$ cat src/design/pcs_pkg.sv
package pcs_pkg;

  // Sample and fixed-point formats.
  localparam int unsigned ADC_BITS   = 12;
  localparam int unsigned OFS_FRAC   = 8;
  localparam int unsigned OFFSET_W   = ADC_BITS + OFS_FRAC;
  localparam int unsigned SUM_W      = 28;
  localparam int unsigned CNT_W      = 16;
  localparam int unsigned DIVIDEND_W = SUM_W + OFS_FRAC;
  localparam int unsigned DIV_STEP_W = $clog2(DIVIDEND_W);
  localparam int unsigned Q_W        = 24;
  localparam int unsigned Q_FRAC     = 16;
  localparam int unsigned VOLT_SHIFT = 8;
  localparam int unsigned ALPHA_W    = 17;
  localparam int unsigned SCALE_W    = 24;
  localparam int unsigned MUL_A_W    = Q_W + 1;
  localparam int unsigned PROD_W     = MUL_A_W + SCALE_W + 1;
  localparam int unsigned NUM_PH     = 3;
  localparam int unsigned PH_W       = $clog2(NUM_PH);

  // Configuration port.
  localparam int unsigned CFG_IDX_W  = 3;
  localparam int unsigned CFG_DATA_W = 24;

  localparam logic [CFG_IDX_W-1:0] REG_CALIB_SAMPLES = CFG_IDX_W'(0);
  localparam logic [CFG_IDX_W-1:0] REG_LPF_ALPHA     = CFG_IDX_W'(1);
  localparam logic [CFG_IDX_W-1:0] REG_CURRENT_SCALE = CFG_IDX_W'(2);
  localparam logic [CFG_IDX_W-1:0] REG_VBUS_SCALE    = CFG_IDX_W'(3);
  localparam logic [CFG_IDX_W-1:0] REG_SANE_LOW      = CFG_IDX_W'(4);
  localparam logic [CFG_IDX_W-1:0] REG_SANE_HIGH     = CFG_IDX_W'(5);

  // Register reset values.
  localparam logic [CNT_W-1:0]    CALIB_SAMPLES_RST = CNT_W'(2000);
  localparam logic [ALPHA_W-1:0]  LPF_ALPHA_RST     = ALPHA_W'(6554);
  localparam logic [SCALE_W-1:0]  CURRENT_SCALE_RST = SCALE_W'(13526);
  localparam logic [SCALE_W-1:0]  VBUS_SCALE_RST    = SCALE_W'(0);
  localparam logic [ADC_BITS-1:0] SANE_LOW_RST      = ADC_BITS'(100);
  localparam logic [ADC_BITS-1:0] SANE_HIGH_RST     = ADC_BITS'(4000);

  // Mid-scale offset (2048.0 in Q12.8) and unity filter gain.
  localparam logic [OFFSET_W-1:0] OFFSET_RST = OFFSET_W'(1) << (OFFSET_W - 1);
  localparam logic [ALPHA_W-1:0]  ALPHA_ONE  = ALPHA_W'(1) << (ALPHA_W - 1);

  typedef enum logic [2:0] {
    ST_IDLE,
    ST_CALIB,
    ST_DIV_START,
    ST_DIV_WAIT,
    ST_MUL_START,
    ST_MUL_WAIT,
    ST_OUTPUT
  } pcs_state_e;

  typedef enum logic [1:0] {
    OP_CONV,
    OP_FILT,
    OP_VOLTS
  } pcs_op_e;

  typedef enum logic [1:0] {
    ALU_CURRENT,
    ALU_FILTER,
    ALU_VOLTS
  } pcs_alu_mode_e;

  typedef struct packed {
    logic                      start;
    pcs_alu_mode_e             mode;
    logic signed [MUL_A_W-1:0] op_a;
    logic [SCALE_W-1:0]        op_b;
    logic signed [Q_W-1:0]     addend;
  } pcs_alu_req_t;

  typedef struct packed {
    logic                  start;
    logic [DIVIDEND_W-1:0] dividend;
    logic [CNT_W-1:0]      divisor;
  } pcs_div_req_t;

endpackage

$ cat src/design/pcs_div.sv
module pcs_div (
  input  logic                         clk_i,
  input  logic                         rst_ni,
  input  pcs_pkg::pcs_div_req_t        req_i,
  output logic                         done_o,
  output logic [pcs_pkg::OFFSET_W-1:0] quot_o
);
  import pcs_pkg::*;

  logic [DIVIDEND_W-1:0] quo_q, quo_d;
  logic [CNT_W-1:0]      rem_q, rem_d;
  logic [CNT_W-1:0]      div_q, div_d;
  logic [DIV_STEP_W-1:0] step_q, step_d;
  logic                  busy_q, busy_d;
  logic                  done_q, done_d;
  logic [CNT_W:0]        trial;
  logic [CNT_W:0]        diff;
  logic                  qbit;

  // One restoring-division step: shift in the next dividend bit and try a subtract.
  assign trial = {rem_q, quo_q[DIVIDEND_W-1]};
  assign diff  = trial - {1'b0, div_q};
  assign qbit  = ~diff[CNT_W];

  always_comb begin
    quo_d  = quo_q;
    rem_d  = rem_q;
    div_d  = div_q;
    step_d = step_q;
    busy_d = busy_q;
    done_d = 1'b0;
    if (req_i.start) begin
      quo_d  = req_i.dividend;
      rem_d  = '0;
      div_d  = req_i.divisor;
      step_d = DIV_STEP_W'(DIVIDEND_W - 1);
      busy_d = 1'b1;
    end else if (busy_q) begin
      quo_d  = {quo_q[DIVIDEND_W-2:0], qbit};
      rem_d  = qbit ? diff[CNT_W-1:0] : trial[CNT_W-1:0];
      step_d = step_q - DIV_STEP_W'(1);
      if (step_q == '0) begin
        busy_d = 1'b0;
        done_d = 1'b1;
      end
    end
  end

  always_ff @(posedge clk_i or negedge rst_ni) begin
    if (!rst_ni) begin
      busy_q <= 1'b0;
      done_q <= 1'b0;
      step_q <= '0;
    end else begin
      busy_q <= busy_d;
      done_q <= done_d;
      step_q <= step_d;
    end
  end

  always_ff @(posedge clk_i) begin
    quo_q <= quo_d;
    rem_q <= rem_d;
    div_q <= div_d;
  end

  // The average never exceeds full scale, so the low bits hold the whole quotient.
  assign done_o = done_q;
  assign quot_o = quo_q[OFFSET_W-1:0];

endmodule

$ cat config.mk
export PLATFORM = sky130hd
export DESIGN_NAME = pcs_div
export DESIGN_NICKNAME = d
export VERILOG_FILES = /design/src/design/pcs_pkg.sv /design/src/design/pcs_div.sv
export SDC_FILE = /design/constraint.sdc
export NUM_CORES = 1
export LEC_CHECK = 0
export BUFFER_PORTS_ARGS = -buffer_cell sky130_fd_sc_hd__clkbuf_2
export CORE_UTILIZATION = 40
export DETAILED_ROUTE_END_ITERATION = 12
export GPL_ROUTABILITY_DRIVEN = 0
export PLACE_DENSITY = 0.69
export SYNTH_ARGS = -nofsm -noshare
export SYNTH_HDL_FRONTEND = slang
export SYNTH_SLANG_ARGS = --single-unit
export TNS_END_PERCENT = 30
$ cat constraint.sdc
create_clock -name clk_i -period 3.9 [get_ports clk_i]
set_input_delay 0.39 -clock clk_i [delete_from_list [all_inputs] [get_ports clk_i]]
set_output_delay 0.39 -clock clk_i [all_outputs]
set_load 0.01 [all_outputs]
**Word level (Yosys, flattened, before mapping)**

Index checks and enable logic that the tools add are counted.

- Bits of input ports: 55
- Flip-flop bits (word level): 76
- Logic and storage cells: 22

- Bitwise gates (word level): 1
- Reduce and logical (&&, ||, !) cells: 2
- Muxes and demuxes: 11
- $add $sub $neg: 2

Operator list:

| operator | number |
|---|---|
| $mux W36 | 2 |
| $sub A17 B16 Y17 | 1 |
| $mux W16 | 1 |
| $mux W6 | 2 |
| $logic_not A6 Y1 | 1 |
| $mux W1 | 6 |
| $sub A6 B1 Y6 const B | 1 |
| $reduce_bool A2 Y1 | 1 |
| $not A1 Y1 | 1 |

**Logic depth before layout (Yosys ltp)**

Gate-level depths: netlist (run 1).

- Depth after elaboration: 4
- Gate-level depth with buffers: 11
- Gate-level depth less buffers: 10

**Worst setup path after synthesis (run 1)**

Ideal clock, no wire load.

- Path type: register to register
- Start: register quo_q[35]
- End: register rem_q[3]
- Data required time: 3.809 ns
- Period minus slack after synthesis: 2.632 ns
- Setup slack: 1.268 ns
- Arrival: 2.541 ns
- Stages on the path, launching flop included: 11
- Buffers on the path: 0
- Cell sequence: edfxtp_1 -> inv_1 -> ha_1 -> fa_1 -> nand2b_1 -> a21oi_2 -> o21ai_2 -> nor3_2 -> nor4_2 -> or4b_1 -> a311oi_1

- Longest elaborated chain between the ends: 2

RTL lines:

| item | line | source |
|---|---|---|
| start, declared | pcs_div.sv:10 | `logic [DIVIDEND_W-1:0] quo_q, quo_d;` |
| start signal, assigned | pcs_div.sv:62 | `quo_q <= quo_d;` |
| $sub A17 B16 Y17 | pcs_div.sv:22 | `assign diff = trial - {1'b0, div_q};` |
| $mux W16 | pcs_div.sv:40 | `rem_d = qbit ? diff[CNT_W-1:0] : trial[CNT_W-1:0];` |
| end signal, assigned | pcs_div.sv:63 | `rem_q <= rem_d;` |
| end, declared | pcs_div.sv:11 | `logic [CNT_W-1:0] rem_q, rem_d;` |

Every way passes these cells.
A chain may end at the register's enable or synchronous reset.

**Worst setup path in the final report (run 1)**

- Start: register quo_q[35]
- End: register rem_q[5]

The elaborated chain is that of the path after synthesis.

==> out/metrics.csv, run 1 <==
metric;value;unit
run_status;finished, final reports clean;
async_reset_ff_frac;0.1053;
core_area;9955;µm²
grt_antenna_before_repair;0;
tightestPinTransition;0.8446;ns
critical_path_buf_inv_count;1;
ys_types;51;
num_vias;2943;
worstPathArrival;3.37;ns
final-setup-viol-count;0;
timing.critical_path.from_type;flip-flop;
cts_tree;yes;
endpoint;rem_q[5]$_SDFFE_PP0P_;
post-synth-top-count-cell;sky130_fd_sc_hd__edfxtp_1;
number_of_enable_flip_flop_cells_after_synthesis;52;
avgRoutedWirePerCell;14.02;µm
count_of_boundary_i_o_pins;76;
detailed_router_iteration_count_before_antenna_repair;4;
critPathRequiredTime;4.15;ns
numCtsBuffers;9;
synth_ff_type;sky130_fd_sc_hd__edfxtp_1;
timing.max_slew.rel_slack;0.4327;
unrepaired_setup_endpoints_after_global_routing;no;
final.period_utilization;0.8022;
critPathLaunch;quo_q[35]$_DFFE_PP_;
cellPowerDensity;568.1;nW/µm²
place.port_buffers;75;
ys_warn_count;0;
die_y;104.3;µm
reg2regPathDepth;10;
r2r-start;quo_q[35]$_DFFE_PP_;
maxClockFrequency;0.3196;GHz
static_leakage;0.002002;µW
critical_path.max_stage_delay;0.61;ns
synthesis.nets;451;
die-width;104.3;µm
drv_cap;0;
cts.path.max_buffers;2;
grt_first_pass_wirelength;13480;µm
num_rows;36;
critical_path.endpoint_type;flip-flop;
timing.critical_path.max_delay_family;compound AO/OA/AOI/OAI gates;
first_global_vias;2843;
hpwlAfterDp;5763;µm
die_area;10870;µm²
worst_setup_hold_path_clk_slew;0.09;ns
synth-seq-area-share;0.4978;
crit_fanout;19;
drcViolationCount;0;
final_nets;506;
worstReg2RegEnd;rem_q[5]$_SDFFE_PP0P_;
worst-setup-path-type;flip-flop to flip-flop;
pre_cts_slack;0.6747;ns
number_of_design_rule_violations_left_by_the_first_detailed_router_iteration;225;
clkLatencyLatePin;0.35;ns
maximum_number_of_pins_on_one_net_before_global_route_repair;37;
drive_above_1_share;0.3272;
post-synth-top-area-fraction;0.3733;
worstPathCellList;inv_1, ha_1, fa_1, nand2b_1, a21oi_2, o21ai_2, nor3_2, o31a_1, o21ai_0, a311oi_1;
syn_area;4183;µm²
filler_cell_count;927;
path_depth;10;
htreeDepth;3;
postSynthRegisterBits;76;
netlist_top_cells_area;sky130_fd_sc_hd__edfxtp_1, sky130_fd_sc_hd__mux2_2, sky130_fd_sc_hd__dfxtp_1;
hold_path_class;input pin to flip-flop;
gr-total-overflow;0;
viasPerCell;5.163;
syn-instance-count;377;
regToRegSetupSlack;0.77;ns
area_growth;13.85;%
setup-tns-final;0;ns
groute.usage.overall;0.1547;
ant_nets;0;
finClkSkew;0.01434;ns
post_synth_most_frequent_cells;sky130_fd_sc_hd__edfxtp_1, sky130_fd_sc_hd__mux2_2, sky130_fd_sc_hd__nor2_1;
final.setup.worst_slack;0.7714;ns
fin_crit;3.129;ns
synthDominantAreaCellType;sky130_fd_sc_hd__edfxtp_1;
synthesis.area_per_instance;11.09;µm²
finalWirelength;7994;µm
starting_utilization_of_the_core_area;0.4202;
ctsRootBufferMaster;sky130_fd_sc_hd__clkbuf_8;
clock_sinks;76;
irDropWorstVdd;210.6;µV
timing.final.max_slew_violations;0;
timing.critical_path.slowest_stage_cell;sky130_fd_sc_hd__o31a_1;
final_hold_vios;0;
diodes;0;
## worst register-to-register path: cells and delay by family (launching register included)
kind | cells | cell delay [ns]
compound gates | 5 | 1.46
fa+ha+maj | 2 | 0.62
buf+inv | 1 | 0.05
flops | 1 | 0.35
simple gates | 2 | 0.56
## stage by stage
stage	util	hold WS, ns	cell area, µm²	power (µW)	cells
after floorplan	-	0.09441	4183	1881	377
after global placement	0.4558	0.2481	4537	2045	553
after detailed placement	0.4558	0.2515	4537	2078	553
after CTS	0.4775	0.1903	4753	2716	570
after global routing	0.4784	0.1949	4762	2898	570
final	0.4784	0.2104	4762	2705	570
## area by class of cell
cell class	count	area, µm²	area share
well taps	133	166.4	0.03494
clock inverters	7	82.58	0.01734
flip-flops and latches	76	2082	0.4372
multi-input cells	245	1817	0.3815
repair buffers	80	415.4	0.08723
clock buffers	9	123.9	0.02601
inverters	20	75.07	0.01576
## placed cells by master, fill, tap and decap left out, types with 2 or more instances in the layout
cell type                    count
sky130_fd_sc_hd__xnor2_1         8
sky130_fd_sc_hd__or4_1           2
sky130_fd_sc_hd__and2_1          2
sky130_fd_sc_hd__o21ai_0        23
sky130_fd_sc_hd__xor2_1          7
sky130_fd_sc_hd__clkbuf_8        9
sky130_fd_sc_hd__a311oi_1       12
sky130_fd_sc_hd__a21oi_1        11
sky130_fd_sc_hd__inv_1          20
sky130_fd_sc_hd__mux2_2         35
sky130_fd_sc_hd__clkbuf_2       74
sky130_fd_sc_hd__nand3_1        12
sky130_fd_sc_hd__dfrtp_1         8
sky130_fd_sc_hd__nor2b_1         4
sky130_fd_sc_hd__ha_1           18
sky130_fd_sc_hd__o31ai_1         2
sky130_fd_sc_hd__clkinvlp_4      2
sky130_fd_sc_hd__inv_6           2
sky130_fd_sc_hd__nor2_1         28
sky130_fd_sc_hd__edfxtp_1       52
sky130_fd_sc_hd__or3_1           2
sky130_fd_sc_hd__a2111oi_0       2
sky130_fd_sc_hd__nor3_1          5
sky130_fd_sc_hd__o211ai_1        4
sky130_fd_sc_hd__a21o_1          3
sky130_fd_sc_hd__nand4_1         4
sky130_fd_sc_hd__dfxtp_1        16
sky130_fd_sc_hd__nand2_1        26
sky130_fd_sc_hd__o31a_1          2
sky130_fd_sc_hd__buf_4           4
sky130_fd_sc_hd__nand2b_1        9
sky130_fd_sc_hd__a21oi_2         3
## routing by layer
| layer | global-route usage | wire, µm | up-vias | share of wire |
|---|---|---|---|---|
| met2 | 0.2483 | 3818 | 62 | 0.48 |
| met5 | 0 | 0 | - | 0 |
| met3 | 0.02506 | 265 | 15 | 0.033 |
| met1 | 0.2078 | 3765 | 1399 | 0.47 |
| met4 | 0.06224 | 143 | 0 | 0.018 |
| li1 | - | - | 1467 | - |
## how the worst min path moves through the flow
stage               startpoint                     to  slack, ns  cells after the start
floorplan               rst_ni       busy_q$_DFF_PN0_       0.09                      0
global placement        rst_ni  step_q[5]$_DFFE_PN0P_       0.25                      1
detailed placement      rst_ni  step_q[5]$_DFFE_PN0P_       0.25                      1
CTS                  req_i[12]    div_q[12]$_DFFE_PP_       0.19                      1
global route          req_i[9]     div_q[9]$_DFFE_PP_       0.19                      1
finish                req_i[9]     div_q[9]$_DFFE_PP_       0.21                      1
## kinds of logic after synthesis
family | count (synthesis) | synth area share
xor gates and xnor gates | 15 | 0.03141
buffers and inverters | 56 | 0.06999
muxes | 35 | 0.09423
DFF | 76 | 0.4978
and+or+nand+nor | 103 | 0.1229
adders and majority gates | 19 | 0.05863
AOI/OAI and AO/OA | 73 | 0.1250
## power breakdown
group | total (µW) | internal, µW | switching (µW) | leakage, µW
logic | 963 | 418 | 545 | 0.00114
clock network | 626 | 306 | 321 | 0.0000984
registers | 1120 | 1010 | 109 | 0.000763
## state kept, by name, summed over array words and instances (netlist names)
register and flops:
busy_q 1, div_q 16, done_o 1, quo_q 36, rem_q 16, step_q 6
## repair_timing
| item | 4_1_cts | 5_1_grt |
|---|---|---|
| gates resized for setup | 0 | 0 |
| hold buffers | 1 | 0 |
| buffers inserted | 0 | 0 |
| endpoints found under the hold margin | 8 | 0 |
Power figures use the tool's default switching activity.
==> run 2, diff against run 1 <==
PLACE_DENSITY = 0.71   (was 0.69)
clock period = 2.81 ns   (was 3.9 ns; I/O delays follow)
==> out/metrics.csv, run 2 (synthesized netlist as in run 1, its figures left out) <==
metric;value;unit;change
final.setup.worst_slack;0.07924;ns;was 0.7714 ns
hold_path_class;input pin to flip-flop;;unchanged
worstPathCellList;inv_1, ha_1, fa_2, nand2b_4, a21oi_4, o21ai_4, nor3_4, nor4_4, or4b_1, a311oi_2;;was inv_1, ha_1, fa_1, nand2b_1, a21oi_2, o21ai_2, nor3_2, o31a_1, o21ai_0, a311oi_1
final_common_cell;sky130_fd_sc_hd__clkbuf_2;;unchanged
final_hold_vios;0;;unchanged
drcViolationCount;0;;unchanged
cts_tree;yes;;unchanged
clkLatencyLatePin;0.35;ns;about the same
final-setup-viol-count;0;;unchanged
die_area;10870;µm²;unchanged
number_of_design_rule_violations_left_by_the_first_detailed_router_iteration;195;;was 225
num_rows;36;;unchanged
numCtsBuffers;9;;unchanged
viasPerCell;5.187;;was 5.163
worst-setup-path-type;flip-flop to flip-flop;;unchanged
num_vias;3019;;was 2943
finalWirelength;8304;µm;was 7994 µm
diodes;0;;unchanged
largest-register;quo_q;;unchanged
critPathRequiredTime;3.07;ns;was 4.15 ns
grt_antenna_before_repair;0;;unchanged
area_growth;18.64;%;was 13.85%
groute.usage.overall;0.1548;;was 0.1547
gr-total-overflow;0;;unchanged
largest_reg_flops;36;;unchanged
finish.instance_area;4962;µm²;was 4762 µm²
static_leakage;0.002097;µW;was 0.002002 µW
drv_cap;0;;unchanged
detailed_router_iteration_count_before_antenna_repair;4;;unchanged
timing.final.max_slew_violations;0;;unchanged
final_nets;518;;was 506
clock_sinks;76;;unchanged
drive_above_1_share;0.3675;;was 0.3272
avgRoutedWirePerCell;14.27;µm;was 14.02 µm
crit_fanout;9;;was 19
count_of_boundary_i_o_pins;76;;unchanged
place.port_buffers;75;;unchanged
ant_nets;0;;unchanged
hpwlAfterDp;5732;µm;was 5763 µm
critical_path.endpoint_type;flip-flop;;unchanged
critical_path.max_stage_delay;0.56;ns;was 0.61 ns
pre_cts_slack;-0.07438;ns;was 0.6747 ns
leading_registers_by_flop_count;quo_q x36, div_q x16, rem_q x16;;unchanged
tightestPinTransition;0.7255;ns;was 0.8446 ns
first_global_vias;2866;;was 2843
critPathLaunch;quo_q[35]$_DFFE_PP_;;unchanged
post_dp_cell_area;4602;µm²;was 4537 µm²
holdCritStartpoint;req_i[10];;was req_i[9]
mostFrequentLayoutCells;sky130_fd_sc_hd__clkbuf_2, sky130_fd_sc_hd__edfxtp_1, sky130_fd_sc_hd__mux2_2;;unchanged
final.period_utilization;0.9718;;was 0.8022
die-width;104.3;µm;unchanged
ctsRootBufferMaster;sky130_fd_sc_hd__clkbuf_8;;unchanged
htreeDepth;3;;unchanged
starting_utilization_of_the_core_area;0.4202;;unchanged
finClkSkew;0.01502;ns;was 0.01434 ns
timing.critical_path.from_type;flip-flop;;unchanged
irDropWorstVdd;317.3;µV;was 210.6 µV
die_y;104.3;µm;unchanged
r2r-start;quo_q[35]$_DFFE_PP_;;unchanged
worst_setup_hold_path_clk_slew;0.10;ns;was 0.09 ns
cellPowerDensity;810.8;nW/µm²;was 568.1 nW/µm²
setup-tns-final;0;ns;unchanged
worstPathArrival;2.99;ns;was 3.37 ns
run_status;finished, final reports clean;;unchanged
core_area;9955;µm²;unchanged
cts.path.max_buffers;2;;unchanged
grt_first_pass_wirelength;13420;µm;was 13480 µm
timing.max_slew.rel_slack;0.5163;;was 0.4327
maximum_number_of_pins_on_one_net_before_global_route_repair;46;;was 37
fin_crit;2.731;ns;was 3.129 ns
maxClockFrequency;0.3662;GHz;was 0.3196 GHz
timing.critical_path.slowest_stage_cell;sky130_fd_sc_hd__or4b_1;;was sky130_fd_sc_hd__o31a_1
## run 2: timing repair
item                                    CTS  global route
hold buffers                              1             0
cloned                                    0             1
pin swaps                                 3             6
endpoints found under the setup margin    4            15
gates resized for setup                   5            15
hold endpoints to repair                  8             0
buffers inserted                          1             4
## run 2: metal layers
| layer | global-route usage | part of all wire | vias up |
|---|---|---|---|
| met4 | 0.06939 | 0.015 | 0 |
| met2 | 0.2493 | 0.49 | 76 |
| met3 | 0.02694 | 0.035 | 12 |
| met5 | 0 | 0 | - |
| met1 | 0.2034 | 0.46 | 1436 |
| li1 | - | - | 1495 |
## run 2: final timing paths
check	to	cells after the start	slack [ns]
max	rem_q[3]$_SDFFE_PP0P_	10	0.08
min	div_q[10]$_DFFE_PP_	1	0.09
max reg2reg	rem_q[3]$_SDFFE_PP0P_	10	0.08
min reg2reg	rem_q[14]$_SDFFE_PP0P_	2	0.53
max in group asynchronous	step_q[0]$_DFFE_PN0P_	2	2.31
min in group asynchronous	step_q[3]$_DFFE_PN0P_	2	0.32
## run 2: final cells by class
class | count | area (µm²)
multi-input cells | 246 | 1918
clock buffers | 9 | 123.9
well taps | 133 | 166.4
flip-flops and latches | 76 | 2082
clock inverters | 7 | 82.58
inverters | 20 | 75.07
repair buffers | 91 | 514.2
fillers | 902 | 4992
## run 2: report_power, final
group,leakage [µW],switching (µW),internal [µW]
clock,0.0000984,458,424
combinational,0.00124,850,731
sequential,0.000763,163,1400
## run 2: critical path, delay by kind of cell, from the launching register on
kind	cells	cell delay (ns)
adders and majority gates	2	0.59
buffers and inverters	1	0.05
and+or+nand+nor	4	1.11
DFF	1	0.36
AOI/OAI and AO/OA	3	0.53
## run 2: metrics by stage
step / power (µW) / utilization / hold slack (ns) / instances
2_1_floorplan: 2611 / - / -0.01459 / 377
3_3_place_gp: 2902 / 0.4623 / 0.1366 / 560
3_5_place_dp: 2955 / 0.4623 / 0.1442 / 560
4_1_cts: 3849 / 0.4862 / 0.08808 / 577
5_1_grt: 4281 / 0.4985 / 0.08578 / 582
6_report: 4023 / 0.4985 / 0.09497 / 582
